File: config.mk
export PLATFORM = sky130hd
export DESIGN_NAME = dta_mul
export DESIGN_NICKNAME = d
export VERILOG_FILES = /design/src/sv/dta_pkg.sv /design/src/sv/dta_mul.sv
export SDC_FILE = /design/constraint.sdc
export NUM_CORES = 2
export LEC_CHECK = 0
export BUFFER_PORTS_ARGS = -buffer_cell sky130_fd_sc_hd__buf_2
export CAP_MARGIN = 20
export CORE_MARGIN = 2
export CORE_UTILIZATION = 32
export CTS_CLUSTER_DIAMETER = 150
export DETAILED_ROUTE_END_ITERATION = 10
export GPL_TIMING_DRIVEN = 1
export PLACE_DENSITY = 0.46
export SYNTH_ARGS = -nofsm -noshare
export SYNTH_HDL_FRONTEND = slang
export SYNTH_SLANG_ARGS = --single-unit
export TNS_END_PERCENT = 100
File: constraint.sdc
create_clock -name clk_i -period 8.6 [get_ports clk_i]
set_input_delay 1.72 -clock clk_i [delete_from_list [all_inputs] [get_ports clk_i]]
set_output_delay 1.72 -clock clk_i [all_outputs]
set_load 0.01 [all_outputs]
File: src/sv/dta_pkg.sv
// Shared widths, constants and the arctangent table of the torsion angle pipeline.
// No dependencies; imported by every module of the block.
`default_nettype none

package dta_pkg;

  localparam int unsigned COORD_FRAC_BITS_DEF = 16;
  localparam int unsigned ANGLE_FRAC_BITS_DEF = 8;

  localparam int unsigned CW = 32;          // coordinate
  localparam int unsigned NPT = 12;         // coordinates per input word
  localparam int unsigned DW = CW + 1;      // bond vector component
  localparam int unsigned NW = 2 * DW + 1;  // normal component
  localparam int unsigned SW = 2 * NW + 1;  // dot products, triple cross term
  localparam int unsigned BW = 2 * SW;      // product of squared normal lengths
  localparam int unsigned TW = DW + SW + 2; // triple product

  localparam int unsigned IN_TDATA_W  = NPT * CW;
  localparam int unsigned ANGLE_W     = 17;
  localparam int unsigned OUT_TDATA_W = ((ANGLE_W + 7) / 8) * 8;

  localparam int unsigned MUL_LAT = 4;
  localparam int unsigned RAD_W   = 60;
  localparam int unsigned ROOT_W  = RAD_W / 2;
  localparam int unsigned XW      = 32;

  localparam int unsigned CORDIC_STEPS = 31;
  localparam int unsigned ANG_W        = 32;
  localparam int unsigned DPR_W        = 30;
  localparam logic [ANG_W-1:0] PI_Q30      = 32'd3373259426;
  localparam logic [ANG_W-1:0] HALF_PI_Q30 = 32'd1686629713;
  localparam logic [DPR_W-1:0] DEG_PER_RAD_Q24 = 30'd961263669;
  localparam int unsigned INV_THRESHOLD = 1000000;

  localparam logic [31:0] ATAN_Q30 [CORDIC_STEPS] = '{
    32'h3243F6A8, 32'h1DAC6705, 32'h0FADBAFC, 32'h07F56EA6, 32'h03FEAB76, 32'h01FFD55B,
    32'h00FFFAAA, 32'h007FFF55, 32'h003FFFEA, 32'h001FFFFD, 32'h000FFFFF, 32'h0007FFFF,
    32'h0003FFFF, 32'h0001FFFF, 32'h0000FFFF, 32'h00007FFF, 32'h00003FFF, 32'h00001FFF,
    32'h00000FFF, 32'h000007FF, 32'h000003FF, 32'h000001FF, 32'h000000FF, 32'h0000007F,
    32'h0000003F, 32'h0000001F, 32'h0000000F, 32'h00000008, 32'h00000004, 32'h00000002,
    32'h00000001
  };

endpackage

`default_nettype wire

File: src/sv/dta_mul.sv
// Pipelined signed multiplier built from 32x32 partial products.
// Depends on dta_pkg.
`default_nettype none

module dta_mul #(
  parameter int unsigned WA = 33,
  parameter int unsigned WB = 33
) (
  input  logic                    clk_i,
  input  logic                    en_i,
  input  logic signed [WA-1:0]    a_i,
  input  logic signed [WB-1:0]    b_i,
  output logic signed [WA+WB-1:0] p_o
);
  import dta_pkg::*;

  localparam int unsigned PW = WA + WB;
  localparam int unsigned NA = (WA + 31) / 32;
  localparam int unsigned NB = (WB + 31) / 32;

  logic [WA-1:0]        aa;
  logic [WB-1:0]        bb;
  logic [NA*32-1:0]     ma_d, ma_q;
  logic [NB*32-1:0]     mb_d, mb_q;
  logic [2:0]           neg_q;
  logic [63:0]          pp_d [NA][NB];
  logic [63:0]          pp_q [NA][NB];
  logic [PW-1:0]        row_d [NA];
  logic [PW-1:0]        row_q [NA];
  logic [PW-1:0]        sum_d;
  logic signed [PW-1:0] p_d, p_q;

  // magnitudes
  always_comb begin
    aa   = a_i[WA-1] ? WA'(-a_i) : WA'(a_i);
    bb   = b_i[WB-1] ? WB'(-b_i) : WB'(b_i);
    ma_d = (NA*32)'(aa);
    mb_d = (NB*32)'(bb);
  end

  always_comb begin
    for (int i = 0; i < NA; i++) begin
      for (int j = 0; j < NB; j++) begin
        pp_d[i][j] = ma_q[32*i +: 32] * mb_q[32*j +: 32];
      end
    end
  end

  always_comb begin
    for (int i = 0; i < NA; i++) begin
      row_d[i] = '0;
      for (int j = 0; j < NB; j++) begin
        row_d[i] = row_d[i] + (PW'(pp_q[i][j]) << (32 * j));
      end
    end
  end

  always_comb begin
    sum_d = '0;
    for (int i = 0; i < NA; i++) begin
      sum_d = sum_d + (row_q[i] << (32 * i));
    end
    p_d = neg_q[2] ? -$signed(sum_d) : $signed(sum_d);
  end

  always_ff @(posedge clk_i) begin
    if (en_i) begin
      ma_q  <= ma_d;
      mb_q  <= mb_d;
      neg_q <= {neg_q[1:0], a_i[WA-1] ^ b_i[WB-1]};
      pp_q  <= pp_d;
      row_q <= row_d;
      p_q   <= p_d;
    end
  end

  assign p_o = p_q;

endmodule

`default_nettype wire

; Word-level counts from Yosys, hierarchy flattened
; Index checks and enable logic that the tools add are counted.
; W data, S select, Z words.
[op_classes]
n_addsub = 6
n_mul = 4
muxes = 3
bitwise_logic = 1
[op_table]
columns = cell, count
row1 = $add A64 B65 Y66, 1
row2 = $add A66 B66 Y66, 1
row3 = $mux W66, 1
row4 = $neg A33 Y33, 2
row5 = $neg A66 Y66, 1
row6 = $mul A32 B32 Y64, 1
row7 = $mux W32, 2
row8 = $add A33 B34 Y34, 1
row9 = $mul A1 B32 Y33, 1
row10 = $mul A32 B1 Y33, 1
row11 = $mul A1 B1 Y2, 1
row12 = $xor A1 B1 Y1, 1
[word_totals]
register_bits = 367
output_inout_bits = 66

; Depth between registers and ports, before layout
[logic_depth]
ltp_word = 3
ltp_mapped = 29
depth_no_buf = 27

; Least setup slack after synthesis
; No wires, ideal clock.
[synth_timing]
path_kind = flip-flop to flip-flop
startpoint = register ma_q[18]
endpoint = register pp_q[255] (netlist name), data pin
setup_time_ns = 0.260
t_arrival_ns = 7.622
t_required_ns = 8.340
slack_ns = 0.718
path_stages_with_launch = 25
path_buffers = 1
period_less_slack_ns = 7.882
path_cell_list = edfxtp_1 -> clkbuf_1 -> and2_1 -> fa_1 -> fa_1 -> inv_1 -> fa_1 -> fa_1 -> inv_1 -> fa_1 -> fa_1 -> fa_1 -> inv_1 -> fa_1 -> inv_1 -> ha_1 -> nand2_1 -> or3_1 -> or4_1 -> o211ai_1 -> o22a_1 -> a31oi_1 -> or4_1 -> a311o_1 -> xnor2_1
[synth_rtl]
columns = element, line_no
row1 = "start, declared", dta_mul.sv:23  ; logic [NA*32-1:0] ma_d, ma_q;
row2 = "start signal, assigned", dta_mul.sv:68  ; ma_q <= ma_d;
row3 = "end signal, assigned", dta_mul.sv:71  ; pp_q <= pp_d;
row4 = "end, declared", dta_mul.sv:27  ; logic [63:0] pp_q [NA][NB];

==> out/metrics.cfg <==
[clocking]
cts_root_buffer=clkbuf_16
cts_tree=done
clock_path_buffers=3
cts_max_level=2
path_clk_slew_ps=60
worst_skew_pair.late_latency_ps=630
cts_inserted_buffers=46
cts_num_sinks=362

[logic_synthesis]
ys_seq_area_frac=0.216
async_flop_share=0
synth_enable_flop_cells=362
synth_fp_nets=6252
ys.flop_type=edfxtp_1
syn_inst=4955
yosys_register_bits=362
synth_cell_types=74
ys_warn_count=0
postSynthAreaPerCell_um2=10.2
synth_area_um2=50400

[routing]
via_count=34000
drtAntennaViolNets=0
via_per_inst=4.73
drc=0
wl_um=138000
detail_route.first_pass.iterations=7
wl_per_cell_um=19.3
first_iter_violations=2037

[worst_setup_path]
cp_max_fo=9
cp.arrival_ps=8660
cp-end-kind=flop
crit_type=reg2reg
crit_required_ps=8960
start_kind=flop

[layout]
final_area_um2=56000
nets=6383
area.growth.synth_to_final_pct=11.2
utilization=0.358
fillers=15800
drive_above_1_share=0.0816

[timing]
setup_ws_ps=292
maxSlewViolCount=0
hold_viol=0
rsz0062_at_grt=true
fin_tns_setup_ps=0
clock_skew_ps=27.5
min_period_ps=8310
tightest_slew_ps=1000
max_freq_ghz=0.120
slew_headroom=0.331
setup_viol=0
fin_crit_sh=0.966

[placed_design]
placed_cell_area_um2=54100
routabilityCongestion=0.844
post-dp-hpwl_um=114000
portBuffers=133
dp_worst_setup_slack_ps=38.1

[run_status]
outcome=completed

[floorplan]
fp.dieH_um=401
die_area_um2=161000
core.rowCount=145
initial_core_util=0.322
core_area_um2=156000
die_width_um=401
io_pins=134

[run]
cap_viol_max_count=0

[global_routing]
overflow=0
antenna_found_initial=15
track_usage=0.175
grt_max_degree=162
grt_pass1_vias=36100
grt_pass1_wl_um=218000

[hold_path]
hold_path.class=reg2reg

synthesized netlist by cell type (all sizes together) (27+ instances only):
cell	number	area [µm²]
a21o	44	330
xnor2	194	1700
inv	889	3340
fa	898	18000
clkbuf	238	893
or3	27	174
nor2	89	334
nand2	533	2000
xor2	44	385
a21oi	128	641
edfxtp	362	10900
o21ai	119	596
nand3	29	145
ha	331	4140
and2	691	4320
o31ai	34	269
per-stage QoR:
step                hold slack (ps)  cells
CTS                             407   7153
detailed placement              405   7069
global placement                403   7069
finish                          414   7182
floorplan                       400   4955
global route                    407   7180
what timing repair did:
action	in CTS	in global routing
gates resized for setup	0	16
buffers inserted	0	27
endpoints found under the setup margin	0	12
hold buffers	0	0
registers in the layout, indices dropped and copies added, names as in the netlist:
| name | cells |
|---|---|
| ma_q | 33 |
| mb_q | 33 |
| neg_q | 3 |
| p_o | 66 |
| pp_q | 129 |
| row_q | 98 |
layer usage:
metal / wire length (µm) / share of wire / global-route usage / vias up
met1: 71400 / 0.52 / 0.274 / 17400
met5: 0 / 0 / 0 / -
met2: 58000 / 0.42 / 0.260 / 781
li1: - / - / - / 15700
met3: 7090 / 0.051 / 0.0189 / 97
met4: 1840 / 0.013 / 0.0286 / 0
placed cells by master, fill, tap and decap left out, drive strengths merged, types with 34 or more instances in the layout:
cell	synthesis	routed
inv	889	891
nand2	533	533
a21o	44	44
and2	691	691
ha	331	331
xnor2	194	194
fa	898	898
o21ai	119	119
xor2	44	44
o31ai	34	34
nor2	89	89
edfxtp	362	362
clkbuf	238	54
a21oi	128	128
buf	2	322
cell type report:
type,count,area [µm²],area share
clock inverter,31,389,0.00695
timing repair buffer,323,2320,0.0415
tap,2058,2570,0.0460
inverter,889,3340,0.0596
clock buffer,53,1180,0.0210
sequential,362,10900,0.194
antenna,2,5.00,0.0000894
multi-input combinational,3464,35300,0.631
critical path, cell delays in order (launching register included):
cell      delay [ps]
edfxtp_1         510
buf_4            240
and2_1           180
fa_1             500
inv_1             50
fa_1             490
fa_1             490
fa_1             560
inv_1             70
fa_1             500
inv_1             50
fa_1             530
inv_1             50
fa_1             490
fa_1             420
ha_1             380
nand2_1          100
nor4_1           280
a221oi_1         120
buf_4            160
a21o_1           210
a31oi_1          360
a221oi_2         100
buf_4            170
o41ai_1          320
buf_4            190
o211ai_1         160
a221o_1          360
cell families after synthesis:
kind of cell	count (synthesis)	synth area share
compound gates	475	0.0608
xor+xnor	238	0.0414
fa+ha+maj	1229	0.439
buf+inv	1129	0.0843
flops	362	0.216
mux	1	0.000199
simple gates	1521	0.158
final timing paths:
kind | startpoint | endpoint | slack, ps | cells after the start
min reg2reg | pp_q[71] | row_q[7] | 410 | 0
max reg2reg | ma_q[15] | pp_q[251] | 290 | 27
max | ma_q[15] | pp_q[251] | 290 | 27
min | pp_q[71] | row_q[7] | 410 | 0
Power is not shown: default switching activity piles up to over one toggle a cycle in this logic, so the estimate is an artifact.
