--- src/sv/dta_pkg.sv ---
// Shared widths, constants and the arctangent table of the torsion angle pipeline.
// No dependencies; imported by every module of the block.
`default_nettype none

package dta_pkg;

  localparam int unsigned COORD_FRAC_BITS_DEF = 16;
  localparam int unsigned ANGLE_FRAC_BITS_DEF = 8;

  localparam int unsigned CW = 32;          // coordinate
  localparam int unsigned NPT = 12;         // coordinates per input word
  localparam int unsigned DW = CW + 1;      // bond vector component
  localparam int unsigned NW = 2 * DW + 1;  // normal component
  localparam int unsigned SW = 2 * NW + 1;  // dot products, triple cross term
  localparam int unsigned BW = 2 * SW;      // product of squared normal lengths
  localparam int unsigned TW = DW + SW + 2; // triple product

  localparam int unsigned IN_TDATA_W  = NPT * CW;
  localparam int unsigned ANGLE_W     = 17;
  localparam int unsigned OUT_TDATA_W = ((ANGLE_W + 7) / 8) * 8;

  localparam int unsigned MUL_LAT = 4;
  localparam int unsigned RAD_W   = 60;
  localparam int unsigned ROOT_W  = RAD_W / 2;
  localparam int unsigned XW      = 32;

  localparam int unsigned CORDIC_STEPS = 31;
  localparam int unsigned ANG_W        = 32;
  localparam int unsigned DPR_W        = 30;
  localparam logic [ANG_W-1:0] PI_Q30      = 32'd3373259426;
  localparam logic [ANG_W-1:0] HALF_PI_Q30 = 32'd1686629713;
  localparam logic [DPR_W-1:0] DEG_PER_RAD_Q24 = 30'd961263669;
  localparam int unsigned INV_THRESHOLD = 1000000;

  localparam logic [31:0] ATAN_Q30 [CORDIC_STEPS] = '{
    32'h3243F6A8, 32'h1DAC6705, 32'h0FADBAFC, 32'h07F56EA6, 32'h03FEAB76, 32'h01FFD55B,
    32'h00FFFAAA, 32'h007FFF55, 32'h003FFFEA, 32'h001FFFFD, 32'h000FFFFF, 32'h0007FFFF,
    32'h0003FFFF, 32'h0001FFFF, 32'h0000FFFF, 32'h00007FFF, 32'h00003FFF, 32'h00001FFF,
    32'h00000FFF, 32'h000007FF, 32'h000003FF, 32'h000001FF, 32'h000000FF, 32'h0000007F,
    32'h0000003F, 32'h0000001F, 32'h0000000F, 32'h00000008, 32'h00000004, 32'h00000002,
    32'h00000001
  };

endpackage

`default_nettype wire

--- src/sv/dta_isqrt.sv ---
// Pipelined integer square root, one result bit per stage, W/2 stages.
// Depends on dta_pkg.
`default_nettype none

module dta_isqrt #(
  parameter int unsigned W = dta_pkg::RAD_W
) (
  input  logic             clk_i,
  input  logic             en_i,
  input  logic [W-1:0]     rad_i,
  output logic [W/2-1:0]   root_o
);
  import dta_pkg::*;

  localparam int unsigned S = W / 2;

  logic [W:0] v_w [S+1];
  logic [W:0] r_w [S+1];
  logic [W:0] v_q [S];
  logic [W:0] r_q [S];

  assign v_w[0] = {1'b0, rad_i};
  assign r_w[0] = '0;

  for (genvar s = 0; s < S; s++) begin : g_stage
    localparam logic [W:0] BIT = (W+1)'(1) << (W - 2 - 2 * s);
    logic [W:0] trial, v_d, r_d;

    always_comb begin
      trial = r_w[s] + BIT;
      if (v_w[s] >= trial) begin
        v_d = v_w[s] - trial;
        r_d = (r_w[s] >> 1) + BIT;
      end else begin
        v_d = v_w[s];
        r_d = r_w[s] >> 1;
      end
    end

    always_ff @(posedge clk_i) begin
      if (en_i) begin
        v_q[s] <= v_d;
        r_q[s] <= r_d;
      end
    end

    assign v_w[s+1] = v_q[s];
    assign r_w[s+1] = r_q[s];
  end

  assign root_o = r_w[S][W/2-1:0];

endmodule

`default_nettype wire

--- config.mk ---
export PLATFORM = sky130hd
export DESIGN_NAME = dta_isqrt
export DESIGN_NICKNAME = d
export VERILOG_FILES = /design/src/sv/dta_pkg.sv /design/src/sv/dta_isqrt.sv
export SDC_FILE = /design/constraint.sdc
export NUM_CORES = 2
export LEC_CHECK = 0
export BUFFER_PORTS_ARGS = -buffer_cell sky130_fd_sc_hd__buf_2
export CORE_UTILIZATION = 35
export CTS_CLUSTER_DIAMETER = 120
export DETAILED_ROUTE_END_ITERATION = 10
export PLACE_DENSITY = 0.57
export REMOVE_ABC_BUFFERS = 1
export SLEW_MARGIN = 5
export SYNTH_ARGS = -nofsm -noshare
export SYNTH_HDL_FRONTEND = slang
export SYNTH_SLANG_ARGS = --single-unit
--- constraint.sdc ---
create_clock -name clk_i -period 8.62 [get_ports clk_i]
set_input_delay 1.293 -clock clk_i [delete_from_list [all_inputs] [get_ports clk_i]]
set_output_delay 1.293 -clock clk_i [all_outputs]
set_load 0.1 [all_outputs]
Yosys cells after proc, flatten, opt, wreduce, memory -nomap -nowiden
Memories as Yosys holds them, arrays and structs flattened.
Index checks and enable logic that the tools add are counted.
- logic and storage cells: 182
- memories: 2
- memory bits (writable): 3660
- ROM bits: 0
- output and inout port bits: 30
- register bits after elaboration: 0
- latch bits: 0
- mux-type cells: 62
- multipliers: 0
- reduce and logical (&&, ||, !) cells: 0
- equality and inequality tests: 0
- bitwise logic cells: 0
- shift-type cells: 0
- divide/modulo/power cells: 0
- add/subtract/negate cells: 88
- magnitude comparators: 30
- memories (memory ; words ; width ; read ports ; clocked after Yosys merged registers in ; write ports ; RTL line ; source):
    r_q ; 30 ; 61 ; 30 ; 0 ; 30 ; dta_isqrt.sv:20 ; logic [W:0] r_q [S];
    v_q ; 30 ; 61 ; 29 ; 0 ; 30 ; dta_isqrt.sv:19 ; logic [W:0] v_q [S];
- operators by type and width (cell ; count):
    61-bit two-way mux ; 59
    61-bit >= comparator ; 29
    61-bit subtractor ; 29
    60-bit by 1-bit adder with 61-bit output, second input constant ; 1
    60-bit by 11-bit adder with 61-bit output, second input constant ; 1
    60-bit by 13-bit adder with 61-bit output, second input constant ; 1
    60-bit by 15-bit adder with 61-bit output, second input constant ; 1
    60-bit by 17-bit adder with 61-bit output, second input constant ; 1
    60-bit by 19-bit adder with 61-bit output, second input constant ; 1
    60-bit by 21-bit adder with 61-bit output, second input constant ; 1
    60-bit by 23-bit adder with 61-bit output, second input constant ; 1
    60-bit by 25-bit adder with 61-bit output, second input constant ; 1
    60-bit by 27-bit adder with 61-bit output, second input constant ; 1
    60-bit by 29-bit adder with 61-bit output, second input constant ; 1
    60-bit by 3-bit adder with 61-bit output, second input constant ; 1
    60-bit by 31-bit adder with 61-bit output, second input constant ; 1
    60-bit by 33-bit adder with 61-bit output, second input constant ; 1
    60-bit by 35-bit adder with 61-bit output, second input constant ; 1
    60-bit by 37-bit adder with 61-bit output, second input constant ; 1
    60-bit by 39-bit adder with 61-bit output, second input constant ; 1
    60-bit by 41-bit adder with 61-bit output, second input constant ; 1
    60-bit by 43-bit adder with 61-bit output, second input constant ; 1
    60-bit by 45-bit adder with 61-bit output, second input constant ; 1
    60-bit by 47-bit adder with 61-bit output, second input constant ; 1
    41 further kinds ; 42

Logic depth before layout (Yosys ltp)
An unclocked memory read counts as a cell.
- depth in word-level cells: 4
- mapped depth: 15
- mapped depth without buffers: 12

Least setup slack after synthesis
No wires, ideal clock.
- kind: register to register
- start: memory v_q[1][579] (netlist bit)
- end: memory v_q[1][629] (netlist bit) (data pin)
- arrival: 3042 ps
- setup slack: 5308 ps
- cell stages (with the launch flop): 14
- path through: edfxtp_1 ha_1 clkbuf_1 a21o_1 a21o_1 a21o_1 a21o_1 or4_1 a21oi_2 inv_2 clkbuf_1 clkbuf_1 nor2_1 a21oi_1
- RTL lines (what ; RTL line):
    start, declared ; dta_isqrt.sv:19

==> flow_summary_export.csv <==
group,metric,value,unit
synth,ys.flop_type,"edfxtp_1",
timing,slew_headroom,0.137,
worst_hold_path,hp-class,"reg -> reg",
worst_setup_path,worstPathCellList,"ha_1 > and4_1 > nand3_1 > or4_1 > or4_1 > and3_1 > nand2_2 > nand3_2 > o41ai_1 > o21ai_0",
worst_setup_path,cpPeakStageDelay,730,ps
worst_setup_path,cp.arrival,5640,ps
route,initialDrtViolationCount,4493,
synth,synthCells,8529,
synth,postSynthRegisterBits,2234,
route,first_pass_iters,8,
cells_and_area,multi_input_area,0.0375,sq mm
timing,min_period_over_period,0.593,
pwr,total_power,31.6,mW
worst_setup_path,cp_num_buf_inv,0,
cells_and_area,register_area,0.0671,sq mm
cells_and_area,fin_nets,9281,
synth,yosys.area_share.simple,0.124,
worst_setup_path,critPathMostFrequentCell,"or4_1",
timing,period_needed,5110,ps
timing,setup_slack,3510,ps
timing,setup_viol,0,
clocking,cts_made_buffers,232,
timing,max_freq,0.196,GHz
cells_and_area,fillers,28500,
placed_design,gp_congestion,0.960,
floorplan,die_height,556,um
pwr,vdd_drop_max,0.000166,V
job,maxCapViolations,0,
grt,grt_usage,0.168,
timing,tightest_slew,1280,ps
pwr,p_per_area,262,mW/mm^2
clocking,clock-root-buffer,"clkbuf_16",
floorplan,ioPinCount,92,
clocking,clk_latency,940,ps
synth,synth-edff-count,2234,
clocking,cts_tree,"built",
worst_setup_path,critical_path_class,"reg -> reg",
route,drt_wl_total,266000,um
clocking,htree_levels,4,
worst_setup_path,cp_slowest_cell,"nand2_2",
cells_and_area,layout-drive-gt1-share,0.0772,
worst_setup_path,cp.required,9150,ps
floorplan,coreArea,0.306,sq mm
grt,grt_pass1_vias,69200,
pwr,p_leak,44.3,nW
synth,ys_warn_count,0,
route,viasPerCell,5.19,
worst_setup_path,worstPathMaxFanout,42,
route,ant_nets,0,
timing,drv_slew,0,
timing,setup_tns,0,ps
route,post-route-drc-count,0,
clocking,cts.hold.buffers_added,0,
synth,synth_top_family_by_area,"simple AND/OR/NAND/NOR gates",
pwr,pwr-share-comb,0.204,
synth,syn_area_per_cell,12.6,sq um
synth,synthXorXnorAreaFrac,0.0652,
synth,muxShareOfSynthArea,0.00857,
clocking,cts_sinks,2234,
floorplan,start_util,0.352,
run_status,status,"finished clean",
placed_design,post-place-cells,12600,
grt,grt_max_degree,203,
floorplan,die_area,0.310,sq mm
clocking,cts_setup_buffers,0,
placed_design,dp_slack,3540,ps
timing,rsz0062_at_grt,"no",
cells_and_area,area_delta_synth_final,12.3,%
placed_design,dp_hpwl,203000,um
synth,ys_types,110,
pwr,power_switching,9.21,mW
clocking,ctsResizeCount,0,
pwr,sw_frac_of_total,0.291,
clocking,cts_buffer_depth,4,
floorplan,die_w,556,um
synth,yosysSeqAreaShare,0.624,
synth,synth-async-reset-ratio,0,
route,wl_per_cell,20.4,um
timing,fin_skew,142,ps
synth,syn_area,0.108,sq mm
worst_setup_path,endpoint_kind,"flop",
grt,grt_pass1_wl,404000,um
floorplan,rows,203,
grt,antenna_found_initial,2,
clocking,path_clk_slew,60,ps
cells_and_area,stdcell_count,13000,
timing,hold_viol_final,0,
worst_setup_path,crit_family,"simple AND/OR/NAND/NOR gates",
pwr,p_int,22.4,mW
route,num_vias,67600,
pwr,p_clk_frac,0.328,
pwr,share_seq_of_total_power,0.468,
synth,synth_compound_area_frac,0.0929,
worst_setup_path,start_kind,"flop",
grt,grt_overflow,0,
synth,synth-adder-area-share,0.0573,
placed_design,portBuffers,91,
cell usage after synthesis (19+ instances only):
library cell	n	area (sq um)
a21o_1	163	1220
nor3_1	216	1080
ha_1	493	6170
or2_2	36	225
o21ai_0	377	1890
inv_1	604	2270
nand3_1	163	816
nand4_1	140	876
xor2_1	370	3240
nor3b_1	19	143
nand3b_1	34	255
nor4b_1	41	359
a211oi_1	42	315
nand2_1	507	1900
buf_2	35	175
a211o_1	22	193
o211ai_1	39	293
nand2b_1	95	594
a21oi_1	539	2700
clkbuf_1	127	477
nor2_1	553	2080
a31oi_1	51	319
o31ai_1	35	263
nor2b_1	66	413
or4_1	72	541
xnor2_1	431	3770
or3_1	92	576
and2_1	42	263
edfxtp_1	2234	67100
and3_1	53	332
o21bai_1	45	338
nor4_1	297	1860
o21a_1	87	653
mux2_2	72	811
cell type report:
class,count,share of cell area
Antenna cell,5,0.000104
Clock buffer,265,0.0492
Clock inverter,156,0.0156
Inverter,610,0.0189
Multi-Input combinational cell,5502,0.310
Sequential cell,2234,0.555
Tap cell,4100,0.0424
Timing Repair Buffer,146,0.00834
power by group through the flow:
stage	registers (mW)	logic, mW	clock network (mW)
floorplan	14.6	4.55	0
global placement	15.0	6.32	0
detailed placement	15.0	6.39	0
CTS	14.8	6.43	10.6
global route	14.9	7.07	11.0
finish	14.8	6.44	10.4
layout by cell type (no fill, tap or decap), drive strengths merged, types with 95 or more instances in the layout:
| master | instances |
|---|---|
| ha | 493 |
| nand2 | 508 |
| nand2b | 95 |
| or3 | 98 |
| a21o | 163 |
| nor4 | 305 |
| clkbuf | 265 |
| nor2 | 554 |
| buf | 146 |
| nand4 | 141 |
| xor2 | 370 |
| o21ai | 386 |
| nand3 | 164 |
| xnor2 | 431 |
| edfxtp | 2234 |
| inv | 617 |
| a21oi | 542 |
| nor3 | 225 |
flip-flops by register name, summed over array words and instances, names as in the netlist:
| register | count |
|---|---|
| r_q | 465 |
| v_q | 1769 |
cells by family (layout without fill, tap and decap cells):
logic type | after synthesis | count (layout)
flip-flops | 2234 | 2234
adder cells (fa/ha/maj) | 493 | 493
AO/OA/AOI/OAI | 1599 | 1599
multiplexers | 83 | 83
XOR/XNOR | 801 | 801
other | 0 | 5
buffers and inverters | 793 | 1177
AND/OR/NAND/NOR | 2526 | 2526
path summary, 6_finish.rpt:
| check | cells past startpoint | start | slack [ps] | endpoint |
|---|---|---|---|---|
| setup / recovery | 10 | v_q[1][278] | 3510 | v_q[1][352] |
| hold / removal | 0 | v_q[0][496] | 420 | v_q[0][557] |
| setup reg to reg | 10 | v_q[1][278] | 3510 | v_q[1][352] |
| hold reg to reg | 0 | v_q[0][496] | 420 | v_q[0][557] |
per-stage QoR:
step | instance area (sq um) | hold WS (ps) | utilization
4_1_cts | 121000 | 430 | 0.395
5_1_grt | 121000 | 424 | 0.395
3_3_place_gp | 113000 | 425 | 0.369
2_1_floorplan | 107000 | 417 | -
6_report | 121000 | 421 | 0.395
3_5_place_dp | 113000 | 426 | 0.370
layer usage:
layer / vias up / wire [um] / share of wire / global-route usage
li1: 32400 / - / - / -
met1: 33000 / 95300 / 0.36 / 0.167
met5: - / 0 / 0 / 0
met3: 572 / 8270 / 0.031 / 0.0186
met4: 0 / 14100 / 0.053 / 0.0850
met2: 1606 / 149000 / 0.56 / 0.338
Note: power is estimated with default switching activity, not from simulation.
